## src/rtl/core/bba_pkg.sv

```systemverilog
// shared types and constants of the buddy block allocator
`timescale 1ns / 1ps

package bba_pkg;

    // pool geometry
    localparam int MAX_ORDER  = 6;
    localparam int POOL_UNITS = 1 << MAX_ORDER;
    localparam int ADDR_W     = $clog2(POOL_UNITS);
    localparam int CNT_W      = ADDR_W + 1;
    localparam int ORDER_W    = 3;
    localparam int NAME_W     = 16;
    localparam int SIZE_W     = 7;

    localparam logic [ORDER_W-1:0] TOTAL_ORDER_RESET = ORDER_W'(MAX_ORDER);

    // input opcodes
    localparam logic OP_ALLOC = 1'b0;
    localparam logic OP_QUERY = 1'b1;

    // reply kinds
    localparam logic REPLY_ALLOC = 1'b0;
    localparam logic REPLY_LIST  = 1'b1;

    // one entry of the unit memory
    typedef struct packed {
        logic                start;
        logic [ORDER_W-1:0]  order;
        logic [NAME_W-1:0]   owner;
    } t_unit_word;

    localparam int WORD_W = $bits(t_unit_word);

    // memory access request from the controller
    typedef struct packed {
        logic               we;
        logic [ADDR_W-1:0]  waddr;
        t_unit_word         wdata;
        logic               re;
        logic [ADDR_W-1:0]  raddr;
    } t_ram_req;

    // one result beat
    typedef struct packed {
        logic               valid;
        logic               reply_kind;
        logic               fit_ok;
        logic [CNT_W-1:0]   block_total;
        logic [NAME_W-1:0]  block_owner;
        logic               last_of_run;
    } t_result;

    // controller states
    typedef enum logic [1:0] {
        ST_INIT,
        ST_IDLE,
        ST_SCAN,
        ST_SPLIT
    } t_state;

endpackage

```

## src/rtl/core/bba_ram.sv

```systemverilog
// generic single-write, single-read ram with registered read
`timescale 1ns / 1ps

module bba_ram #(
    parameter int WIDTH = 8,
    parameter int DEPTH = 16
) (
    input  logic                     i_clk,
    input  logic                     i_we,
    input  logic [$clog2(DEPTH)-1:0] i_waddr,
    input  logic [WIDTH-1:0]         i_wdata,
    input  logic                     i_re,
    input  logic [$clog2(DEPTH)-1:0] i_raddr,
    output logic [WIDTH-1:0]         o_rdata
);

    logic [WIDTH-1:0] r_mem [DEPTH];
    logic [WIDTH-1:0] r_rdata;

    // write port
    always_ff @(posedge i_clk) begin
        if (i_we) begin
            r_mem[i_waddr] <= i_wdata;
        end
    end

    // registered read port
    always_ff @(posedge i_clk) begin
        if (i_re) begin
            r_rdata <= r_mem[i_raddr];
        end
    end

    assign o_rdata = r_rdata;

endmodule

```

## src/rtl/core/bba_ctrl.sv

```systemverilog
// scan and split sequencer working on the unit memory
`timescale 1ns / 1ps

module bba_ctrl (
    input  logic                           i_clk,
    input  logic                           i_rst_n,
    input  logic                           i_start,
    input  logic                           i_opcode,
    input  logic [bba_pkg::NAME_W-1:0]     i_owner_name,
    input  logic [bba_pkg::SIZE_W-1:0]     i_request_size,
    input  logic                           i_cfg_write,
    input  logic [bba_pkg::ORDER_W-1:0]    i_eff_order,
    input  logic [bba_pkg::CNT_W-1:0]      i_pool_size,
    input  bba_pkg::t_unit_word            i_rdata,
    output logic                           o_busy,
    output bba_pkg::t_ram_req              o_ram,
    output bba_pkg::t_result               o_result
);

    bba_pkg::t_state                 r_state, n_state;
    logic [bba_pkg::CNT_W-1:0]       r_u, n_u;
    logic [bba_pkg::ORDER_W-1:0]     r_o, n_o;
    logic                            r_op, n_op;
    logic [bba_pkg::NAME_W-1:0]      r_name, n_name;
    logic [bba_pkg::SIZE_W-1:0]      r_req, n_req;
    logic [bba_pkg::CNT_W-1:0]       r_count, n_count;

    logic [bba_pkg::CNT_W-1:0]       len;
    logic [bba_pkg::CNT_W-1:0]       next_u;
    logic                            at_end;
    logic                            fits;
    logic [bba_pkg::CNT_W-1:0]       half;
    logic                            can_split;
    logic [bba_pkg::CNT_W-1:0]       buddy;

    // block length and next start of the block being looked at
    assign len    = i_rdata.start ? (bba_pkg::CNT_W'(1) << i_rdata.order)
                                  : bba_pkg::CNT_W'(1);
    assign next_u = r_u + len;
    assign at_end = (next_u >= i_pool_size);
    assign fits   = (i_rdata.owner == '0) && (bba_pkg::SIZE_W'(len) >= r_req)
                    && i_rdata.start;

    // halving test on the kept piece
    assign half      = bba_pkg::CNT_W'(1) << (r_o - bba_pkg::ORDER_W'(1));
    assign can_split = (r_o != '0) && (bba_pkg::SIZE_W'(half) >= r_req);
    assign buddy     = r_u + half;

    // next state
    always_comb begin
        n_state = r_state;
        case (r_state)
            bba_pkg::ST_INIT: begin
                n_state = bba_pkg::ST_IDLE;
            end
            bba_pkg::ST_IDLE: begin
                if (i_cfg_write) begin
                    n_state = bba_pkg::ST_INIT;
                end else if (i_start) begin
                    if (i_opcode == bba_pkg::OP_ALLOC && i_request_size == '0) begin
                        n_state = bba_pkg::ST_IDLE;
                    end else begin
                        n_state = bba_pkg::ST_SCAN;
                    end
                end
            end
            bba_pkg::ST_SCAN: begin
                if (r_op == bba_pkg::OP_QUERY) begin
                    if (at_end) begin
                        n_state = bba_pkg::ST_IDLE;
                    end
                end else if (fits) begin
                    n_state = bba_pkg::ST_SPLIT;
                end else if (at_end) begin
                    n_state = bba_pkg::ST_IDLE;
                end
            end
            bba_pkg::ST_SPLIT: begin
                if (!can_split) begin
                    n_state = bba_pkg::ST_IDLE;
                end
            end
            default: begin
                n_state = bba_pkg::ST_INIT;
            end
        endcase
    end

    // datapath, memory requests and result beats
    always_comb begin
        n_u      = r_u;
        n_o      = r_o;
        n_op     = r_op;
        n_name   = r_name;
        n_req    = r_req;
        n_count  = r_count;
        o_ram    = '0;
        o_result = '0;
        o_result.block_total = r_count;
        case (r_state)
            bba_pkg::ST_INIT: begin
                // pool becomes one free block at unit zero
                o_ram.we          = 1'b1;
                o_ram.waddr       = '0;
                o_ram.wdata.start = 1'b1;
                o_ram.wdata.order = i_eff_order;
                o_ram.wdata.owner = '0;
                n_count           = bba_pkg::CNT_W'(1);
            end
            bba_pkg::ST_IDLE: begin
                if (!i_cfg_write && i_start) begin
                    n_op   = i_opcode;
                    n_name = i_owner_name;
                    n_req  = i_request_size;
                    n_u    = '0;
                    if (i_opcode == bba_pkg::OP_ALLOC && i_request_size == '0) begin
                        // zero size fails at once
                        o_result.valid       = 1'b1;
                        o_result.reply_kind  = bba_pkg::REPLY_ALLOC;
                        o_result.last_of_run = 1'b1;
                    end else begin
                        o_ram.re    = 1'b1;
                        o_ram.raddr = '0;
                    end
                end
            end
            bba_pkg::ST_SCAN: begin
                if (r_op == bba_pkg::OP_QUERY) begin
                    // one listing beat per block
                    o_result.valid       = 1'b1;
                    o_result.reply_kind  = bba_pkg::REPLY_LIST;
                    o_result.block_owner = i_rdata.owner;
                    o_result.last_of_run = at_end;
                    if (!at_end) begin
                        n_u         = next_u;
                        o_ram.re    = 1'b1;
                        o_ram.raddr = next_u[bba_pkg::ADDR_W-1:0];
                    end
                end else if (fits) begin
                    n_o = i_rdata.order;
                end else if (at_end) begin
                    // nothing fits
                    o_result.valid       = 1'b1;
                    o_result.reply_kind  = bba_pkg::REPLY_ALLOC;
                    o_result.last_of_run = 1'b1;
                end else begin
                    n_u         = next_u;
                    o_ram.re    = 1'b1;
                    o_ram.raddr = next_u[bba_pkg::ADDR_W-1:0];
                end
            end
            bba_pkg::ST_SPLIT: begin
                o_ram.we          = 1'b1;
                o_ram.wdata.start = 1'b1;
                if (can_split) begin
                    // new free buddy right after the kept half
                    o_ram.waddr       = buddy[bba_pkg::ADDR_W-1:0];
                    o_ram.wdata.order = r_o - bba_pkg::ORDER_W'(1);
                    o_ram.wdata.owner = '0;
                    n_o               = r_o - bba_pkg::ORDER_W'(1);
                    n_count           = r_count + bba_pkg::CNT_W'(1);
                end else begin
                    // claim the kept piece
                    o_ram.waddr          = r_u[bba_pkg::ADDR_W-1:0];
                    o_ram.wdata.order    = r_o;
                    o_ram.wdata.owner    = r_name;
                    o_result.valid       = 1'b1;
                    o_result.reply_kind  = bba_pkg::REPLY_ALLOC;
                    o_result.fit_ok      = 1'b1;
                    o_result.block_owner = r_name;
                    o_result.last_of_run = 1'b1;
                end
            end
            default: begin
                n_u = r_u;
            end
        endcase
    end

    assign o_busy = (r_state != bba_pkg::ST_IDLE);

    // control registers
    always_ff @(posedge i_clk) begin
        if (!i_rst_n) begin
            r_state <= bba_pkg::ST_INIT;
            r_count <= bba_pkg::CNT_W'(1);
        end else begin
            r_state <= n_state;
            r_count <= n_count;
        end
    end

    // item registers
    always_ff @(posedge i_clk) begin
        r_u    <= n_u;
        r_o    <= n_o;
        r_op   <= n_op;
        r_name <= n_name;
        r_req  <= n_req;
    end

endmodule

```

## src/rtl/core/buddy_block_allocator.sv

```systemverilog
// top level of the buddy block allocator
`timescale 1ns / 1ps

// Buddy allocator over a pool of 2^total_order units (at most 64), blocks kept
// in address order in a 64-entry unit memory (start mark, order, owner).
// Command channel: an item is taken on a rising edge with start high and busy
// low. opcode 0 allocates request_size units for owner_name, opcode 1 lists
// every block. Results leave as one-cycle beats marked by o_result_valid; the
// receiver cannot stall them. An allocation gives one beat; a query gives one
// beat per block, the last one flagged by o_last_of_run.
// Timing: the scan reads one block start per cycle from the memory, and a query
// streams its beats one per cycle. A zero-size allocation answers in the cycle
// after the command.
// Configuration: total_order is written over i_cfg_valid / o_cfg_ready while
// idle and no command is offered; the write and reset both pass through the init
// state that rewrites unit zero, during which busy is high. Reset leaves
// total_order at 6 and one free block.
module buddy_block_allocator (
    input  logic                          i_clk,
    input  logic                          i_rst_n,
    input  logic                          start,
    output logic                          busy,
    input  logic                          i_opcode,
    input  logic [bba_pkg::NAME_W-1:0]    i_owner_name,
    input  logic [bba_pkg::SIZE_W-1:0]    i_request_size,
    input  logic                          i_cfg_valid,
    output logic                          o_cfg_ready,
    input  logic [bba_pkg::ORDER_W-1:0]   i_cfg_data,
    output logic                          o_result_valid,
    output logic                          o_reply_kind,
    output logic                          o_fit_ok,
    output logic [bba_pkg::CNT_W-1:0]     o_block_total,
    output logic [bba_pkg::NAME_W-1:0]    o_block_owner,
    output logic                          o_last_of_run
);

    logic [bba_pkg::ORDER_W-1:0] r_total_order;
    logic [bba_pkg::ORDER_W-1:0] eff_order;
    logic [bba_pkg::CNT_W-1:0]   pool_size;
    logic                        cfg_write;
    logic                        ctrl_busy;
    bba_pkg::t_ram_req           ram_req;
    bba_pkg::t_result            result;
    logic [bba_pkg::WORD_W-1:0]  rdata_bits;
    bba_pkg::t_unit_word         rdata;
    logic                        r_valid;
    logic                        r_reply_kind;
    logic                        r_fit_ok;
    logic [bba_pkg::CNT_W-1:0]   r_block_total;
    logic [bba_pkg::NAME_W-1:0]  r_block_owner;
    logic                        r_last_of_run;

    // order register, clamped to the largest pool; a command beat wins over a write
    assign o_cfg_ready = !ctrl_busy && !start;
    assign cfg_write   = i_cfg_valid && o_cfg_ready;
    assign eff_order   = (r_total_order > bba_pkg::ORDER_W'(bba_pkg::MAX_ORDER))
                         ? bba_pkg::ORDER_W'(bba_pkg::MAX_ORDER) : r_total_order;
    assign pool_size   = bba_pkg::CNT_W'(1) << eff_order;

    always_ff @(posedge i_clk) begin
        if (!i_rst_n) begin
            r_total_order <= bba_pkg::TOTAL_ORDER_RESET;
        end else if (cfg_write) begin
            r_total_order <= i_cfg_data;
        end
    end

    // unit memory
    bba_ram #(
        .WIDTH (bba_pkg::WORD_W),
        .DEPTH (bba_pkg::POOL_UNITS)
    ) u_unit_ram (
        .i_clk   (i_clk),
        .i_we    (ram_req.we),
        .i_waddr (ram_req.waddr),
        .i_wdata (ram_req.wdata),
        .i_re    (ram_req.re),
        .i_raddr (ram_req.raddr),
        .o_rdata (rdata_bits)
    );

    assign rdata = bba_pkg::t_unit_word'(rdata_bits);

    // scan and split sequencer
    bba_ctrl u_ctrl (
        .i_clk          (i_clk),
        .i_rst_n        (i_rst_n),
        .i_start        (start),
        .i_opcode       (i_opcode),
        .i_owner_name   (i_owner_name),
        .i_request_size (i_request_size),
        .i_cfg_write    (cfg_write),
        .i_eff_order    (eff_order),
        .i_pool_size    (pool_size),
        .i_rdata        (rdata),
        .o_busy         (ctrl_busy),
        .o_ram          (ram_req),
        .o_result       (result)
    );

    assign busy = ctrl_busy;

    // result beat register
    always_ff @(posedge i_clk) begin
        if (!i_rst_n) begin
            r_valid <= 1'b0;
        end else begin
            r_valid <= result.valid;
        end
    end

    always_ff @(posedge i_clk) begin
        r_reply_kind  <= result.reply_kind;
        r_fit_ok      <= result.fit_ok;
        r_block_total <= result.block_total;
        r_block_owner <= result.block_owner;
        r_last_of_run <= result.last_of_run;
    end

    assign o_result_valid = r_valid;
    assign o_reply_kind   = r_reply_kind;
    assign o_fit_ok       = r_fit_ok;
    assign o_block_total  = r_block_total;
    assign o_block_owner  = r_block_owner;
    assign o_last_of_run  = r_last_of_run;

endmodule

```

## config.mk

```make
export PLATFORM = sky130hd
export DESIGN_NAME = buddy_block_allocator
export DESIGN_NICKNAME = d
export VERILOG_FILES = /design/src/rtl/core/bba_pkg.sv /design/src/rtl/core/bba_ram.sv /design/src/rtl/core/bba_ctrl.sv /design/src/rtl/core/buddy_block_allocator.sv
export SDC_FILE = /design/constraint.sdc
export NUM_CORES = 2
export LEC_CHECK = 0
export BUFFER_PORTS_ARGS = -buffer_cell sky130_fd_sc_hd__buf_2
export CELL_PAD_IN_SITES_DETAIL_PLACEMENT = 1
export CELL_PAD_IN_SITES_GLOBAL_PLACEMENT = 1
export CORE_ASPECT_RATIO = 2
export CORE_MARGIN = 4
export CORE_UTILIZATION = 50
export CTS_CLUSTER_DIAMETER = 150
export DETAILED_ROUTE_END_ITERATION = 12
export GPL_TIMING_DRIVEN = 0
export PLACE_DENSITY = 0.75
export SYNTH_ARGS = -nofsm -noshare
export SYNTH_HDL_FRONTEND = slang
export SYNTH_SLANG_ARGS = --single-unit
```

## constraint.sdc

```tcl
create_clock -name i_clk -period 12.22 [get_ports i_clk]
set_input_delay 1.833 -clock i_clk [delete_from_list [all_inputs] [get_ports i_clk]]
set_output_delay 1.833 -clock i_clk [all_outputs]
set_load 0.02 [all_outputs]
```

### Yosys cells after proc, flatten, opt, wreduce, memory -nomap -nowiden

Memory sizes are Yosys's and may differ from the RTL's. A register that Yosys moved wholly into a read port is not among the register bits.
Cells that the tools add are included.

* shift operators: 3
* div/mod/pow operators: 0
* muxes and demuxes: 48
* equal/unequal tests: 11
* bitwise gates (word level): 1
* add/subtract/negate cells: 4
* $lt $le $gt $ge: 4
* multiply operators: 0
* reductions and logical operators: 22

Operators with widths (count)
* two-way mux 7 bit: 11
* one-hot mux 27 bit (2 select lines): 1
* one-hot mux 7 bit (2 select lines): 3
* one-hot mux 16 bit (2 select lines): 1
* two-way mux 2 bit: 12
* greater-or-equal comparator 7 bit: 3
* << shifter 1 x 3 -> 7 bit, first input constant: 3
* two-way mux 19 bit: 1
* two-way mux 17 bit: 1
* zero test 16 bit: 1
* two-way mux 16 bit: 1
* two-way mux 3 bit: 5
* != test 2 x 1 -> 1 bit, second input constant: 4
* one-hot mux 2 bit (4 select lines): 1
* adder 7 x 1 -> 7 bit, second input constant: 1
* adder 7 bit: 1
* logical AND 1 bit: 7
* zero test 7 bit: 1
* two-way mux 1 bit: 7
* adder 6 bit: 1
* two-way mux 6 bit: 1
* != test 3 x 2 -> 1 bit, second input constant: 2
* one-hot mux 2 bit (3 select lines): 1
* one-hot mux 3 bit (2 select lines): 1
* other kinds (14): 22

* bits in latches: 0
* RAM bits: 1280
* memories kept: 1
* bits in registers: 73
* logic and storage cells: 108
* memory bits (read-only): 0

Memory list
* u_unit_ram.r_mem: words 64, bits a word 20, rd ports 1, clocked after memory_dff 1, write ports 1, line bba_ram.sv:17 `logic [WIDTH-1:0] r_mem [DEPTH];`

### Depth between registers and ports, before layout

* word-level depth: 8
* gate-level depth with buffers: 25
* depth with buffers taken out: 21

### By module

A second synthesis with hierarchy kept.

* cell total of the unflattened synthesis: 2682
* area total of the unflattened synthesis: 53958.0 sq um

Modules (own cells, without submodules)
* bba_ram: cells each 2243, area each 49695.2 sq um, sequential area each 39037.4 sq um, times used 1
* bba_ctrl: cells each 387, area each 3517.1 sq um, sequential area each 1201.2 sq um, times used 1
* buddy_block_allocator: cells each 52, area each 745.7 sq um, sequential area each 600.6 sq um, times used 1

### Least setup slack after synthesis

Ideal clock, no wire load.

* kind: register -> register
* start: register u_ctrl.r_o[0] (netlist bit)
* end: memory u_unit_ram.r_mem[0][17] (netlist bit), data pin
* arrival time: 4900 ps
* period minus slack after synthesis: 5448 ps
* cell stages (with the launch flop): 17
* path slack: 6772 ps
* library setup time: 548 ps
* path through: edfxtp_1 > inv_1 > ha_1 > xnor2_1 > nand2_1 > ha_1 > nand2b_1 > a21o_1 > a21o_1 > a21o_1 > a21o_1 > a211oi_1 > nor2_1 > clkbuf_1 > nand2_1 > o211ai_1 > a21oi_1

RTL lines
* start: declaration: line bba_ctrl.sv:22 `logic [bba_pkg::ORDER_W-1:0] r_o, n_o;`
* start signal: assignment: line bba_ctrl.sv:196 `r_o <= n_o;`
* end: declaration: line bba_ram.sv:17

### Worst setup path after layout

* start: register u_unit_ram.r_rdata[16], in the netlist u_unit_ram.o_rdata[16] (read register of u_unit_ram.r_mem)
* end: register u_unit_ram.r_rdata[14], in the netlist u_unit_ram.o_rdata[14] (read register of u_unit_ram.r_mem), data pin

* cells in the longest elaborated chain, start to end: 8
* elaborated cells between the ends (all ways): 11

Ends and longest elaborated chain
* start: declaration: line bba_ram.sv:18 `logic [WIDTH-1:0] r_rdata;`
* << shifter 1 x 3 -> 7 bit *: line bba_ctrl.sv:37 `assign len = i_rdata.start ? (bba_pkg::CNT_W'(1) << i_rdata.order)`
* two-way mux 7 bit *: line bba_ctrl.sv:37
* adder 7 bit or greater-or-equal comparator 7 bit (tied branches): line bba_ctrl.sv:39, bba_ctrl.sv:41
* greater-or-equal comparator 7 bit or logical AND 1 bit (tied branches): line bba_ctrl.sv:40, bba_ctrl.sv:41
* two-way mux 7 bit or logical AND 1 bit (tied branches): line bba_ctrl.sv:134, bba_ctrl.sv:141, bba_ctrl.sv:42
* two-way mux 7 bit: line bba_ctrl.sv:139 `end else if (fits) begin`
* two-way mux 7 bit *: line bba_ctrl.sv:128 `if (r_op == bba_pkg::OP_QUERY) begin`
* one-hot mux 7 bit (2 select lines) *: line bba_ctrl.sv:100 `case (r_state)`

Every way passes the cells marked *; elsewhere a longest branch is shown, timed or not.
A chain may end at the register's enable or synchronous reset.

==> flow_summary.yaml <==
status:
  run_status: "complete, but fails checks"
  violations_in_the_final_reports: "max-capacitance violations, max-slew violations"
cts:
  ctsLongestPathBuffers: 3
  ctsHoldBuffers: 0
  cts_tree: "done"
  post-cts-setup-buffer-count: 0
  worst_setup_hold_path_clk_slew_ns: 0.07
  cts.htree.levels: 3
  tritoncts_num_sinks: 1373
  worst_skew_pair.late_latency_ns: 0.77
  root_buffer: "sky130_fd_sc_hd__clkbuf_16"
  post_cts_resized: 0
  cts_inserted_buffers: 115
global_routing:
  grt_pass1_wl_um: 321000
  global_route.overflow_total: 0
  grt_antenna_before_repair: 25
  first_global_vias: 39000
  grt.total_usage: 0.409
  largest_net_degree_at_the_start_of_global_routing: 66
floorplan:
  core_region_area_mm2: 0.109
  placementRows: 171
  num_io_pins: 60
  start_util: 0.505
  die_area_mm2: 0.116
  dieHeight_um: 477
  die_w_um: 242
power:
  power.switching_fraction: 0.329
  power_density_mw_per_mm2: 193
  leakagePower_nw: 22.6
  power_switching_w: 0.00397
  clock_power_share: 0.317
  vdd_ir_drop_max_v: 0.000135
  power.combinational.fraction: 0.235
  cell_internal_pwr_w: 0.00811
  seq_power_share: 0.448
critical_path:
  worst_ep_required_ns: 12.64
  endpoint_kind: "register"
  critical_path_arrival_ns: 11.52
  critical_path_class: "register to register"
  largest_fanout_on_the_critical_path: 10
  worst_path_max_delay_cell: "sky130_fd_sc_hd__clkbuf_1"
  slowest_delay_ns: 1.19
  timing.critical_path.mode_cell: "sky130_fd_sc_hd__clkbuf_1"
  worst_setup_path_start_kind: "register"
  cp_cell_sequence: "o31ai_1 -> ha_1 -> clkinv_1 -> buf_1 -> clkbuf_1 -> clkbuf_1 -> ha_1 -> nor2b_1 -> o21ai_0 -> a21oi_1 -> nor2_2 -> nor3_4 -> clkbuf_1 -> clkbuf_1 -> a21oi_1 -> o211ai_1 -> a32oi_1 -> mux2i_1 -> o21ai_1"
  worst_path_dominant_cell_family: "buffers and inverters"
  crit_buf_inv: 6
sta:
  layout_min_cycle_time_ns: 11.10
  setup_viols_final: 0
  slew_headroom: -0.178
  final.setup.tns_ns: 0
  timing_max_transition_violations_final: 125
  final.setup_skew_ns: 0.0298
  finalHoldViolCount: 0
  fmax_mhz: 90.1
  tightest_slew_ns: 1.75
  grt_setup_unrepaired: "false"
  post-route-period-util: 0.908
place:
  finalWeightedCongestion: 1.07
  dp_hpwl_um: 161000
  dp.cells: 5090
  port_buffers: 58
  detailed_place.area_mm2: 0.0587
logic_synthesis:
  yosysSeqAreaShare: 0.743
  syn_inst: 3590
  ys_warn_count: 0
  syn-cell-area_mm2: 0.0550
  synthesis.area_per_instance_um2: 15.3
  synth_cell_type_count: 83
  synth_fp_nets: 3664
  postSynthRegisterBits: 1373
  synth-main-ff-cell: "sky130_fd_sc_hd__edfxtp_1"
  synth_enable_flop_cells: 1334
  asr_flop_ratio_synth: 0
detailed_routing:
  detail_route.vias_per_cell: 7.24
  antenna_left: 0
  vias: 38500
  post_route_drc: 0
  wl_per_cell_um: 44.9
  drt_iter0_drc: 5952
  wirelength_um: 239000
  firstDrtPassIters: 8
min_path:
  worstHoldPathType: "register to register"
finish:
  n_fill_cell: 10000
  flow.area_growth_from_synthesis_pct: 13.7
  layout_common_cells: "sky130_fd_sc_hd__edfxtp_1 (1334), sky130_fd_sc_hd__nand2_1 (320), sky130_fd_sc_hd__a21oi_1 (245)"
  fin_area_mm2: 0.0625
  final_layout_size_suffix_gt1_frac: 0.149
  finalNetCount: 3898
  most_common_cell_after_layout_fill_and_taps_aside: "sky130_fd_sc_hd__edfxtp_1"
  fin_cells: 5316
job:
  cap_viol_max_count: 16
-- registers in the layout, indices dropped and copies added (netlist names), 2 cells and up --
signal	flops
o_block_owner	16
r_total_order	3
u_unit_ram.r_mem	1280
u_ctrl.r_name	16
u_ctrl.r_u	7
u_unit_ram.o_rdata	20
u_ctrl.r_req	7
u_ctrl.r_count	7
u_ctrl.r_o	3
o_block_total	7
u_ctrl.r_state	2
-- synthesized netlist by cell type, types with 9 or more instances --
cell type / instances / area, um2
sky130_fd_sc_hd__nor4_1: 49 / 307
sky130_fd_sc_hd__o31a_1: 9 / 78.8
sky130_fd_sc_hd__nor2_1: 172 / 646
sky130_fd_sc_hd__buf_2: 60 / 300
sky130_fd_sc_hd__a21o_1: 16 / 120
sky130_fd_sc_hd__a221oi_1: 23 / 201
sky130_fd_sc_hd__o221ai_1: 70 / 613
sky130_fd_sc_hd__o21ai_0: 157 / 786
sky130_fd_sc_hd__a211oi_1: 61 / 458
sky130_fd_sc_hd__nor3_1: 46 / 230
sky130_fd_sc_hd__dfxtp_1: 39 / 781
sky130_fd_sc_hd__a22oi_1: 15 / 113
sky130_fd_sc_hd__o211ai_1: 24 / 180
sky130_fd_sc_hd__a21oi_1: 246 / 1230
sky130_fd_sc_hd__buf_1: 28 / 105
sky130_fd_sc_hd__nand2_1: 320 / 1200
sky130_fd_sc_hd__and3_1: 21 / 131
sky130_fd_sc_hd__a41oi_1: 12 / 105
sky130_fd_sc_hd__mux4_2: 22 / 495
sky130_fd_sc_hd__mux2_2: 75 / 845
sky130_fd_sc_hd__inv_1: 31 / 116
sky130_fd_sc_hd__a31oi_1: 18 / 113
sky130_fd_sc_hd__and2_1: 21 / 131
sky130_fd_sc_hd__nor2b_1: 10 / 62.6
sky130_fd_sc_hd__a22o_1: 36 / 315
sky130_fd_sc_hd__nand2b_1: 12 / 75.1
sky130_fd_sc_hd__xnor2_1: 9 / 78.8
sky130_fd_sc_hd__clkbuf_1: 125 / 469
sky130_fd_sc_hd__nand3_1: 75 / 375
sky130_fd_sc_hd__a311oi_1: 10 / 87.6
sky130_fd_sc_hd__a211o_1: 9 / 78.8
sky130_fd_sc_hd__ha_1: 41 / 513
sky130_fd_sc_hd__edfxtp_1: 1334 / 40100
sky130_fd_sc_hd__o22ai_1: 54 / 338
sky130_fd_sc_hd__mux2i_1: 212 / 2120
-- per-stage QoR --
| stage | total power (W) | util | hold WS (ns) | setup WS, ns |
|---|---|---|---|---|
| after floorplan | 0.00671 | - | 0.359 | 6.77 |
| after global placement | 0.00800 | 0.523 | 0.367 | 1.99 |
| after detailed placement | 0.00814 | 0.539 | 0.374 | 2.21 |
| after CTS | 0.0119 | 0.574 | 0.384 | 2.18 |
| after global routing | 0.0122 | 0.574 | 0.397 | 1.52 |
| final | 0.0121 | 0.574 | 0.389 | 1.12 |
-- worst register-to-register path: stages (launching register included) --
cell	delay, ns
sky130_fd_sc_hd__edfxtp_1	0.51
sky130_fd_sc_hd__o31ai_1	0.95
sky130_fd_sc_hd__ha_1	0.54
sky130_fd_sc_hd__clkinv_1	0.36
sky130_fd_sc_hd__buf_1	0.66
sky130_fd_sc_hd__clkbuf_1	0.67
sky130_fd_sc_hd__clkbuf_1	1.19
sky130_fd_sc_hd__ha_1	0.44
sky130_fd_sc_hd__nor2b_1	0.11
sky130_fd_sc_hd__o21ai_0	0.14
sky130_fd_sc_hd__a21oi_1	0.42
sky130_fd_sc_hd__nor2_2	0.25
sky130_fd_sc_hd__nor3_4	0.59
sky130_fd_sc_hd__clkbuf_1	1.13
sky130_fd_sc_hd__clkbuf_1	0.86
sky130_fd_sc_hd__a21oi_1	0.61
sky130_fd_sc_hd__o211ai_1	0.33
sky130_fd_sc_hd__a32oi_1	0.08
sky130_fd_sc_hd__mux2i_1	0.58
sky130_fd_sc_hd__o21ai_1	0.35
-- power by group through the flow --
stage / clock network, W / registers, W / logic, W
2_1_floorplan: 0 / 0.00551 / 0.00121
3_3_place_gp: 0 / 0.00555 / 0.00245
3_5_place_dp: 0 / 0.00551 / 0.00263
4_1_cts: 0.00382 / 0.00541 / 0.00264
5_1_grt: 0.00401 / 0.00541 / 0.00282
6_report: 0.00383 / 0.00541 / 0.00284
-- final cells by class --
type / count / area (um2) / share of cell area
repair buffers: 117 / 1380 / 0.0221
clock buffers: 145 / 3030 / 0.0485
inverters: 32 / 120 / 0.00192
clock inverters: 66 / 748 / 0.0120
well taps: 1384 / 1730 / 0.0277
diodes: 14 / 35.0 / 0.000560
plain buffers: 220 / 965 / 0.0154
multi-input cells: 1965 / 13700 / 0.219
flip-flops and latches: 1373 / 40800 / 0.653
-- worst paths after layout --
kind | slack (ns) | to | cells past startpoint | start
setup / recovery | 1.12 | u_unit_ram.o_rdata[14] | 19 | u_unit_ram.o_rdata[16]
setup reg to reg | 1.12 | u_unit_ram.o_rdata[14] | 19 | u_unit_ram.o_rdata[16]
hold reg to reg | 0.39 | o_block_total[6] | 0 | u_ctrl.r_count[6]
hold / removal | 0.39 | o_block_total[6] | 0 | u_ctrl.r_count[6]
-- per-layer routing --
| layer | up-vias | share of wire | track usage |
|---|---|---|---|
| met3 | 1199 | 0.11 | 0.124 |
| met1 | 19400 | 0.29 | 0.424 |
| met2 | 3256 | 0.47 | 0.650 |
| met5 | - | 0.00054 | 0 |
| met4 | 20 | 0.13 | 0.399 |
| li1 | 14600 | - | - |
-- logic make-up after synthesis --
logic type | synth area share
AO/OA/AOI/OAI | 0.0984
XOR/XNOR | 0.00207
adder cells (fa/ha/maj) | 0.0102
buffers and inverters | 0.0192
flip-flops | 0.743
multiplexers | 0.0630
AND/OR/NAND/NOR | 0.0643
No activity file was read; power rests on OpenSTA's default activity.
